==> config.mk <==
export PLATFORM = sky130hd
export DESIGN_NAME = dual_pattern_stream_matcher_flat
export DESIGN_NICKNAME = d
export VERILOG_FILES = /design/src/hw/rtl/dpsm_pkg.sv /design/src/hw/rtl/dpsm_ifs.sv /design/src/hw/rtl/dpsm_tracker.sv /design/src/hw/rtl/dual_pattern_stream_matcher.sv /design/src/flat_wrapper.sv
export SDC_FILE = /design/constraint.sdc
export NUM_CORES = 1
export LEC_CHECK = 0
export BUFFER_PORTS_ARGS = -buffer_cell sky130_fd_sc_hd__buf_2
export CAP_MARGIN = 10
export CORE_ASPECT_RATIO = 0.5
export CORE_MARGIN = 4
export CORE_UTILIZATION = 50
export DETAILED_ROUTE_END_ITERATION = 8
export MAX_ROUTING_LAYER = met4
export PLACE_DENSITY = 0.65
export SYNTH_ARGS = -nofsm -noshare
export SYNTH_HDL_FRONTEND = slang
export SYNTH_HIERARCHICAL = 1
export SYNTH_SLANG_ARGS = --single-unit
==> constraint.sdc <==
create_clock -name clk -period 11.2 [get_ports clk]
set_input_delay 1.12 -clock clk [delete_from_list [all_inputs] [get_ports clk]]
set_output_delay 1.12 -clock clk [all_outputs]
set_load 0.02 [all_outputs]
==> src/hw/rtl/dpsm_pkg.sv <==
// Package for the dual pattern stream matcher.
// Holds widths, action and outcome codes, register indexes, shared types and a length clamp.
// No dependencies.
`timescale 1ns / 1ps

package dpsm_pkg;

  localparam int MAX_PATTERN_BYTES = 8;
  localparam int BYTE_W            = 8;
  localparam int PAT_W             = 64;
  localparam int LEN_W             = 4;
  localparam int POS_IDX_W         = $clog2(MAX_PATTERN_BYTES);
  localparam int TICK_W            = 32;
  localparam int ELAPSED_W         = TICK_W + 1;
  localparam int CFG_IDX_W         = 3;
  localparam int CFG_DATA_W        = 64;

  typedef enum logic [1:0] {
    ACT_START = 2'd0,
    ACT_BYTE  = 2'd1,
    ACT_TICK  = 2'd2
  } action_t;

  typedef enum logic [1:0] {
    OUT_FIRST   = 2'd0,
    OUT_SECOND  = 2'd1,
    OUT_TIMEOUT = 2'd2
  } outcome_t;

  typedef enum logic [CFG_IDX_W-1:0] {
    REG_FIRST_PATTERN  = 3'd0,
    REG_FIRST_LENGTH   = 3'd1,
    REG_SECOND_PATTERN = 3'd2,
    REG_SECOND_LENGTH  = 3'd3,
    REG_TIMEOUT_TICKS  = 3'd4
  } reg_idx_t;

  // Control from the top level to one pattern tracker
  typedef struct packed {
    logic step;   // a byte is processed this cycle
    logic clear;  // drop progress (start or end of search)
  } match_ctl_t;

  // Saturate a length field to the pattern capacity
  function automatic logic [LEN_W-1:0] clamp_len(input logic [LEN_W-1:0] len);
    logic [LEN_W-1:0] res;
    if (len > LEN_W'(MAX_PATTERN_BYTES)) begin
      res = LEN_W'(MAX_PATTERN_BYTES);
    end else begin
      res = len;
    end
    return res;
  endfunction

endpackage

==> src/hw/rtl/dpsm_ifs.sv <==
// Channel interfaces for the dual pattern stream matcher.
// Depends on dpsm_pkg for payload widths.
`timescale 1ns / 1ps

interface dpsm_in_if;
  logic                        valid;
  logic                        ready;
  logic [1:0]                  action;
  logic [dpsm_pkg::BYTE_W-1:0] rx_byte;
  modport source (output valid, output action, output rx_byte, input ready);
  modport sink   (input valid, input action, input rx_byte, output ready);
endinterface

interface dpsm_out_if;
  logic       valid;
  logic       ready;
  logic [1:0] outcome;
  modport source (output valid, output outcome, input ready);
  modport sink   (input valid, input outcome, output ready);
endinterface

interface dpsm_cfg_if;
  logic                            valid;
  logic                            ready;
  logic [dpsm_pkg::CFG_IDX_W-1:0]  index;
  logic [dpsm_pkg::CFG_DATA_W-1:0] data;
  modport source (output valid, output index, output data, input ready);
  modport sink   (input valid, input index, input data, output ready);
endinterface

==> src/hw/rtl/dpsm_tracker.sv <==
// Match position tracker for one pattern.
// Depends on dpsm_pkg.
`timescale 1ns / 1ps

module dpsm_tracker (
  input  logic                          clk,
  input  logic                          rst_n,
  input  dpsm_pkg::match_ctl_t          ctl,
  input  logic [dpsm_pkg::BYTE_W-1:0]   rx_byte,
  input  logic [dpsm_pkg::PAT_W-1:0]    pattern,
  input  logic [dpsm_pkg::LEN_W-1:0]    length,   // already clamped
  output logic                          hit
);

  logic [dpsm_pkg::LEN_W-1:0]     pos_r;
  logic [dpsm_pkg::LEN_W-1:0]     pos_nxt;
  logic [dpsm_pkg::LEN_W-1:0]     pos_base;
  logic [dpsm_pkg::LEN_W-1:0]     pos_adv;
  logic [dpsm_pkg::POS_IDX_W-1:0] idx;
  logic [dpsm_pkg::BYTE_W-1:0]    exp_byte;
  logic [dpsm_pkg::BYTE_W-1:0]    head_byte;
  logic                           disabled;

  // Compare the byte at the current position, fall back to the head byte
  always_comb begin
    disabled  = (length == '0);
    pos_base  = (pos_r >= length) ? '0 : pos_r;
    idx       = pos_base[dpsm_pkg::POS_IDX_W-1:0];
    exp_byte  = pattern[idx*dpsm_pkg::BYTE_W +: dpsm_pkg::BYTE_W];
    head_byte = pattern[dpsm_pkg::BYTE_W-1:0];
    if (rx_byte == exp_byte) begin
      pos_adv = pos_base + dpsm_pkg::LEN_W'(1);
    end else if (rx_byte == head_byte) begin
      pos_adv = dpsm_pkg::LEN_W'(1);
    end else begin
      pos_adv = '0;
    end
    hit = ctl.step && !disabled && (pos_adv >= length);
  end

  // Advance on a processed byte, drop on start or end of search
  always_comb begin
    pos_nxt = pos_r;
    if (ctl.clear) begin
      pos_nxt = '0;
    end else if (ctl.step && !disabled) begin
      pos_nxt = pos_adv;
    end
  end

  always_ff @(posedge clk) begin
    if (!rst_n) begin
      pos_r <= '0;
    end else begin
      pos_r <= pos_nxt;
    end
  end

endmodule

==> src/hw/rtl/dual_pattern_stream_matcher.sv <==
// Top level of the dual pattern stream matcher.
// Depends on dpsm_pkg, the channel interfaces in dpsm_ifs and dpsm_tracker.
`timescale 1ns / 1ps

// Usage:
//   in_if  : items of (action, rx_byte). Start arms a search and clears
//            progress and elapsed ticks; byte items advance both patterns;
//            tick items count time. Bytes and ticks outside a search are dropped.
//   out_if : one outcome per finished search: first found, second found or
//            timeout. The first pattern wins when both complete on one byte.
//   cfg_if : register writes (index, data), always ready; write only while idle.
// Timing:
//   An accepted item is held in the input register and processed from there;
//   its result is loaded into the output register, which offers it on out_if.
//   One item per cycle is sustained while out_if does not stall: the input
//   register is refilled in the same cycle it is processed, bounded only by
//   the single output register.
// Reset:
//   Control and config registers reset; no search is armed, both channels empty.
// Stall:
//   While a result waits on out_if, the item in the input register holds and
//   in_if.ready drops; the result holds until its transfer.
module dual_pattern_stream_matcher (
  input logic              clk,
  input logic              rst_n,
  dpsm_in_if.sink          in_if,
  dpsm_out_if.source       out_if,
  dpsm_cfg_if.sink         cfg_if
);

  // Configuration registers
  logic [dpsm_pkg::PAT_W-1:0]  first_pattern_r;
  logic [dpsm_pkg::LEN_W-1:0]  first_length_r;
  logic [dpsm_pkg::PAT_W-1:0]  second_pattern_r;
  logic [dpsm_pkg::LEN_W-1:0]  second_length_r;
  logic [dpsm_pkg::TICK_W-1:0] timeout_ticks_r;

  // Input stage
  logic                        s1_valid_r;
  logic [1:0]                  action_r;
  logic [dpsm_pkg::BYTE_W-1:0] byte_r;

  // Search state
  logic                           searching_r;
  logic                           searching_nxt;
  logic [dpsm_pkg::ELAPSED_W-1:0] elapsed_r;
  logic [dpsm_pkg::ELAPSED_W-1:0] elapsed_nxt;
  logic [dpsm_pkg::ELAPSED_W-1:0] elapsed_inc;

  // Output register
  logic                 out_valid_r;
  logic                 out_valid_nxt;
  dpsm_pkg::outcome_t   outcome_r;
  dpsm_pkg::outcome_t   outcome_nxt;

  logic                       proc;
  logic                       is_start;
  logic                       is_byte;
  logic                       is_tick;
  logic                       hit1;
  logic                       hit2;
  logic                       timed_out;
  logic                       result;
  logic [dpsm_pkg::LEN_W-1:0] len1;
  logic [dpsm_pkg::LEN_W-1:0] len2;
  dpsm_pkg::match_ctl_t       ctl;

  assign cfg_if.ready = 1'b1;

  // Hold configuration, update on a write transfer
  always_ff @(posedge clk) begin
    if (!rst_n) begin
      first_pattern_r  <= '0;
      first_length_r   <= dpsm_pkg::LEN_W'(1);
      second_pattern_r <= '0;
      second_length_r  <= '0;
      timeout_ticks_r  <= '1;
    end else if (cfg_if.valid) begin
      case (cfg_if.index)
        dpsm_pkg::REG_FIRST_PATTERN:  first_pattern_r  <= cfg_if.data;
        dpsm_pkg::REG_FIRST_LENGTH:
          first_length_r  <= cfg_if.data[dpsm_pkg::LEN_W-1:0];
        dpsm_pkg::REG_SECOND_PATTERN: second_pattern_r <= cfg_if.data;
        dpsm_pkg::REG_SECOND_LENGTH:
          second_length_r <= cfg_if.data[dpsm_pkg::LEN_W-1:0];
        dpsm_pkg::REG_TIMEOUT_TICKS:
          timeout_ticks_r <= cfg_if.data[dpsm_pkg::TICK_W-1:0];
        default: ;
      endcase
    end
  end

  // Process the held item once the output register can take a result
  assign proc        = s1_valid_r && (!out_valid_r || out_if.ready);
  assign in_if.ready = !s1_valid_r || proc;

  always_ff @(posedge clk) begin
    if (!rst_n) begin
      s1_valid_r <= 1'b0;
    end else if (in_if.ready) begin
      s1_valid_r <= in_if.valid;
    end
  end

  always_ff @(posedge clk) begin
    if (in_if.ready && in_if.valid) begin
      action_r <= in_if.action;
      byte_r   <= in_if.rx_byte;
    end
  end

  // Decode the item
  assign is_start = proc && (action_r == dpsm_pkg::ACT_START);
  assign is_byte  = proc && searching_r && (action_r == dpsm_pkg::ACT_BYTE);
  assign is_tick  = proc && searching_r && (action_r == dpsm_pkg::ACT_TICK);

  // Effective lengths: saturate, and a zero first length means one byte
  always_comb begin
    len1 = dpsm_pkg::clamp_len(first_length_r);
    if (len1 == '0) begin
      len1 = dpsm_pkg::LEN_W'(1);
    end
    len2 = dpsm_pkg::clamp_len(second_length_r);
  end

  assign ctl.step  = is_byte;
  assign ctl.clear = is_start || result;

  dpsm_tracker u_first (
    .clk     (clk),
    .rst_n   (rst_n),
    .ctl     (ctl),
    .rx_byte (byte_r),
    .pattern (first_pattern_r),
    .length  (len1),
    .hit     (hit1)
  );

  dpsm_tracker u_second (
    .clk     (clk),
    .rst_n   (rst_n),
    .ctl     (ctl),
    .rx_byte (byte_r),
    .pattern (second_pattern_r),
    .length  (len2),
    .hit     (hit2)
  );

  // Count ticks with saturation, flag a timeout
  always_comb begin
    elapsed_inc = (elapsed_r == '1) ? elapsed_r
                                    : elapsed_r + dpsm_pkg::ELAPSED_W'(1);
    timed_out   = is_tick && (elapsed_inc > {1'b0, timeout_ticks_r});
    result      = hit1 || hit2 || timed_out;

    elapsed_nxt = elapsed_r;
    if (is_start) begin
      elapsed_nxt = '0;
    end else if (is_tick) begin
      elapsed_nxt = elapsed_inc;
    end

    searching_nxt = searching_r;
    if (is_start) begin
      searching_nxt = 1'b1;
    end else if (result) begin
      searching_nxt = 1'b0;
    end
  end

  // Load a result, drop it on its transfer
  always_comb begin
    out_valid_nxt = out_valid_r;
    outcome_nxt   = outcome_r;
    if (out_if.ready) begin
      out_valid_nxt = 1'b0;
    end
    if (result) begin
      out_valid_nxt = 1'b1;
      if (hit1) begin
        outcome_nxt = dpsm_pkg::OUT_FIRST;
      end else if (hit2) begin
        outcome_nxt = dpsm_pkg::OUT_SECOND;
      end else begin
        outcome_nxt = dpsm_pkg::OUT_TIMEOUT;
      end
    end
  end

  always_ff @(posedge clk) begin
    if (!rst_n) begin
      searching_r <= 1'b0;
      elapsed_r   <= '0;
      out_valid_r <= 1'b0;
    end else begin
      searching_r <= searching_nxt;
      elapsed_r   <= elapsed_nxt;
      out_valid_r <= out_valid_nxt;
    end
  end

  always_ff @(posedge clk) begin
    outcome_r <= outcome_nxt;
  end

  assign out_if.valid   = out_valid_r;
  assign out_if.outcome = outcome_r;

  // A result always ends the search
  a_result_ends_search: assert property (@(posedge clk) disable iff (!rst_n)
    result |=> !searching_r && out_valid_r)
    else $error("search still armed after a result");

  // A start arms the search with a fresh tick count
  a_start_arms: assert property (@(posedge clk) disable iff (!rst_n)
    is_start |=> searching_r && (elapsed_r == '0))
    else $error("start did not arm a clean search");

  // A held item is not overwritten while the output is stalled
  a_hold_item: assert property (@(posedge clk) disable iff (!rst_n)
    (s1_valid_r && !proc) |=> s1_valid_r && $stable(action_r) && $stable(byte_r))
    else $error("input register changed while stalled");

endmodule

==> src/flat_wrapper.sv <==
// flat-port wrapper written by rule: the top's interface ports become plain ports
module dual_pattern_stream_matcher_flat 
  (clk, rst_n, in_if_valid, in_if_action, in_if_rx_byte, in_if_ready, out_if_valid, out_if_outcome, out_if_ready, cfg_if_valid, cfg_if_index, cfg_if_data, cfg_if_ready);
  dpsm_in_if in_if_i ();
  dpsm_out_if out_if_i ();
  dpsm_cfg_if cfg_if_i ();
  input logic clk;
  input logic rst_n;
  input wire logic [$bits(in_if_i.valid)-1:0] in_if_valid;
  input wire logic [$bits(in_if_i.action)-1:0] in_if_action;
  input wire logic [$bits(in_if_i.rx_byte)-1:0] in_if_rx_byte;
  output wire logic [$bits(in_if_i.ready)-1:0] in_if_ready;
  output wire logic [$bits(out_if_i.valid)-1:0] out_if_valid;
  output wire logic [$bits(out_if_i.outcome)-1:0] out_if_outcome;
  input wire logic [$bits(out_if_i.ready)-1:0] out_if_ready;
  input wire logic [$bits(cfg_if_i.valid)-1:0] cfg_if_valid;
  input wire logic [$bits(cfg_if_i.index)-1:0] cfg_if_index;
  input wire logic [$bits(cfg_if_i.data)-1:0] cfg_if_data;
  output wire logic [$bits(cfg_if_i.ready)-1:0] cfg_if_ready;
  assign in_if_i.valid = in_if_valid;
  assign in_if_i.action = in_if_action;
  assign in_if_i.rx_byte = in_if_rx_byte;
  assign in_if_ready = in_if_i.ready;
  assign out_if_valid = out_if_i.valid;
  assign out_if_outcome = out_if_i.outcome;
  assign out_if_i.ready = out_if_ready;
  assign cfg_if_i.valid = cfg_if_valid;
  assign cfg_if_i.index = cfg_if_index;
  assign cfg_if_i.data = cfg_if_data;
  assign cfg_if_ready = cfg_if_i.ready;
  dual_pattern_stream_matcher u_core (.clk(clk), .rst_n(rst_n), .in_if(in_if_i), .out_if(out_if_i), .cfg_if(cfg_if_i));
endmodule
==> impl_metrics.env <==
export IMPL_grt_pass1_wl_mm=58.8
export IMPL_antenna_cells=0
export IMPL_syn_avg_cell_area_sq_um=8.27
export IMPL_gp_congestion=0.928
export IMPL_grt_pass1_vias=10200
export IMPL_clock_path_buffers=3
export IMPL_nets=1663
export IMPL_power_internal_mw=1.26
export IMPL_ys_top_cells_by_area="dfxtp_1 (34%), nand2_1 (11%), a21boi_0 (7.9%)"
export IMPL_ant_nets=0
export IMPL_clock_power_share_pct=42.6
export IMPL_yosysUniqueCellTypes=87
export IMPL_p_per_area_nw_per_um2=122
export IMPL_cts_tree="built"
export IMPL_power_leakage_nw=5.25
export IMPL_synth_compound_area_share_pct=19.4
export IMPL_synth_mux_area_share_pct=4.29
export IMPL_core_sq_um=24200
export IMPL_status="completed"
export IMPL_path_class="reg -> reg"
export IMPL_synth_most_common_cell="nand2_1"
export IMPL_synth_top_family_by_area="simple AND/OR/NAND/NOR gates"
export IMPL_async_reset_ff_share_pct=0
export IMPL_synth_area_sq_um=12500
export IMPL_area_delta_synth_final_pct=9.79
export IMPL_htreeDepth=1
export IMPL_drc=0
export IMPL_routed_via_density=5.76
export IMPL_holdWs_ps=466
export IMPL_grt_max_degree=116
export IMPL_layout_drive_gt1_share_pct=11.7
export IMPL_cts_num_sinks=224
export IMPL_yosys_top_cells_count="nand2_1 (357), dfxtp_1 (212), a21boi_0 (131)"
export IMPL_dp_final_hpwl_mm=27.2
export IMPL_required_ps=11660
export IMPL_die_h_um=120
export IMPL_synthXorXnorAreaFrac_pct=5.91
export IMPL_drtIter0Drc=800
export IMPL_root_buffer="clkbuf_16"
export IMPL_clkLatencyLatePin_ps=520
export IMPL_die_x_um=231
export IMPL_port_buffer_count=85
export IMPL_io_pins=87
export IMPL_cp_arrival_ps=6460
export IMPL_dr_wl_met3_mm=2.96
export IMPL_startpoint_type="register"
export IMPL_yosys_warnings=6
export IMPL_die_area_sq_um=27600
export IMPL_synthAdderAreaFrac_pct=5.12
export IMPL_antenna_found_initial=0
export IMPL_clkSlewWorstSetupHoldPaths_ps=70
export IMPL_holdPathStages=2
export IMPL_initial_core_util_pct=51.4
export IMPL_ys_seq_area_share_pct=37.0
export IMPL_regToRegStartpoint="u_core/u_first/pos_r[1]$_SDFFE_PP0P_"
export IMPL_synthSimpleGateAreaFrac_pct=23.3
export IMPL_syn_inst=1505
export IMPL_fmaxAchievable_mhz=167
export IMPL_period_minus_slack_ps=6000
export IMPL_power_share_switching_pct=24.3
export IMPL_postCtsHoldBufs=0
export IMPL_worst_hold_path_type="reg -> reg"
export IMPL_ir_drop_v=0.0000823
export IMPL_synthDominantCellAreaShare_pct=34.1
export IMPL_wl_met2_mm=16.0
export IMPL_via_count=10800
export IMPL_drtPass1Iterations=5
export IMPL_finalHoldViolCount=0
export IMPL_fp_row_count=40
export IMPL_grt_ovfl_total=0
export IMPL_cts_setup_buffers=0
export IMPL_finalSetupViolations=0
export IMPL_routed_wl_mm=37.7
export IMPL_final_period_utilization_pct=53.5
export IMPL_r2r_cells=20
export IMPL_rsz0062_at_grt="no"
export IMPL_rrSetupSlack_ps=5200
export IMPL_p_comb_share_pct=6.9
export IMPL_tns_ps=0
export IMPL_synth_top_area_cell="dfxtp_1"
export IMPL_slew_viol_final=0
export IMPL_top_layer_used="met4"
export IMPL_p_seq_share_pct=50.4
export IMPL_crit_start="u_core/u_first/pos_r[1]$_SDFFE_PP0P_"
export IMPL_n_fill_cell=2289
export IMPL_wl_per_cell_um=20.1
export IMPL_grt_use_total_pct=27.6
export IMPL_p_switching_mw=0.405
export IMPL_cp_max_fo=20
export IMPL_cts_inserted_buffers=21
export IMPL_skew_ps=17.9
export IMPL_synth_fp_nets=1638
export IMPL_tightest_slew_ps=1060
export IMPL_synth_edf_count=12
export IMPL_ys_ff_latch=224
export IMPL_endpoint="u_core/u_first/pos_r[0]$_SDFFE_PP0P_"
export IMPL_ctsResizeCount=0
export IMPL_drt_met1_wl_mm=18.3
export IMPL_ys_dominant_reg_cell="dfxtp_1"
export IMPL_regToRegEndpoint="u_core/u_first/pos_r[0]$_SDFFE_PP0P_"
export IMPL_power_mw=1.67
export IMPL_relSlewSlack_pct=29.1
export IMPL_cap_violations=0
export IMPL_crit_path_end_kind="register"
==> worst min path at each step <==
stage,slack (ps),to,startpoint
after floorplan,440,u_core/first_pattern_r[29]$_SDFFE_PN0P_,u_core/first_pattern_r[29]$_SDFFE_PN0P_
after global placement,450,u_core/first_pattern_r[25]$_SDFFE_PN0P_,u_core/first_pattern_r[25]$_SDFFE_PN0P_
after detailed placement,460,u_core/second_pattern_r[14]$_SDFFE_PN0P_,u_core/second_pattern_r[14]$_SDFFE_PN0P_
after CTS,470,u_core/first_pattern_r[19]$_SDFFE_PN0P_,u_core/first_pattern_r[19]$_SDFFE_PN0P_
after global routing,490,u_core/second_pattern_r[15]$_SDFFE_PN0P_,u_core/second_pattern_r[15]$_SDFFE_PN0P_
final,470,u_core/second_pattern_r[32]$_SDFFE_PN0P_,u_core/second_pattern_r[32]$_SDFFE_PN0P_
==> kinds of logic (layout without fill, tap and decap cells) <==
kind of cell,Yosys count,count (layout)
XOR/XNOR,84,84
buffers and inverters,154,193
flip-flops,224,224
AO/OA/AOI/OAI,324,324
multiplexers,41,41
adder cells (fa/ha/maj),51,51
AND/OR/NAND/NOR,626,626
other,1,1
==> metal layers <==
layer | GRT usage, % | vias up
met5 | - | -
met4 | 4.02 | 0
met3 | 5.60 | 43
met2 | 40.8 | 312
met1 | 40.1 | 5213
li1 | - | 5262
==> layout by cell type, fill, tap and decap left out, drive strengths merged, types with 19 or more instances in the layout <==
| cell | count |
|---|---|
| nor2 | 75 |
| clkbuf | 35 |
| buf | 98 |
| inv | 58 |
| dfxtp | 212 |
| nand4 | 26 |
| xnor2 | 51 |
| mux2i | 26 |
| a21boi | 131 |
| xor2 | 33 |
| o211ai | 41 |
| o21ai | 24 |
| nor2b | 26 |
| nor3 | 19 |
| nand3 | 29 |
| a21oi | 36 |
| nand2 | 357 |
| ha | 51 |
==> sequential cells by signal, summed over array words and instances (netlist names) <==
signal,count
u_core/out_if.outcome,2
u_core/s1_valid_r,1
u_core/first_pattern_r,64
u_core/out_if.valid,1
u_core/searching_r,1
u_core/timeout_ticks_r,32
u_core/action_r,2
u_core/second_length_r,4
u_core/elapsed_r,33
u_core/byte_r,8
u_core/u_first/pos_r,4
u_core/second_pattern_r,64
u_core/u_second/pos_r,4
u_core/first_length_r,4
==> layout make-up <==
class	count	area (sq um)	share of cell area, %
inverter	58	218	1.59
clock buffer	35	648	4.74
timing repair buffer	98	526	3.84
sequential	224	4600	33.7
clock inverter	2	12.5	0.0915
tap	336	420	3.07
multi-input combinational	1127	7240	53.0
==> power by group through the flow <==
stage | sequential [mW] | clock, mW | combinational, mW
after floorplan | 0.848 | 0 | 0.0699
after global placement | 0.858 | 0 | 0.112
after detailed placement | 0.858 | 0 | 0.114
after CTS | 0.839 | 0.725 | 0.114
after global routing | 0.841 | 0.761 | 0.127
final | 0.840 | 0.710 | 0.116
==> through the flow <==
stage | area (sq um) | cells | util [%] | setup slack, ps
2_1_floorplan | 12500 | 1505 | - | 6330
3_3_place_gp | 13000 | 1843 | 53.7 | 5460
3_5_place_dp | 13000 | 1843 | 53.7 | 5330
4_1_cts | 13700 | 1880 | 56.4 | 5320
5_1_grt | 13700 | 1880 | 56.4 | 4860
6_report | 13700 | 1880 | 56.4 | 5200
==> worst max-delay path, stage by stage, from the launching register on <==
cell and delay, ps:
dfxtp_1 850, ha_1 380, o211ai_2 230, o21a_2 430, mux2_2 420, or3_1 370, a31oi_2 190, o2111ai_2 140
nor4b_4 470, mux2_4 350, ha_1 260, nand2b_1 140, a21o_1 170, a21o_1 160, a21oi_1 160, nor2_1 90
nor2_1 260, nand3b_1 240, nor2b_1 340, o21ai_0 170, a21oi_2 120
Note: power is estimated with default switching activity, not from simulation.
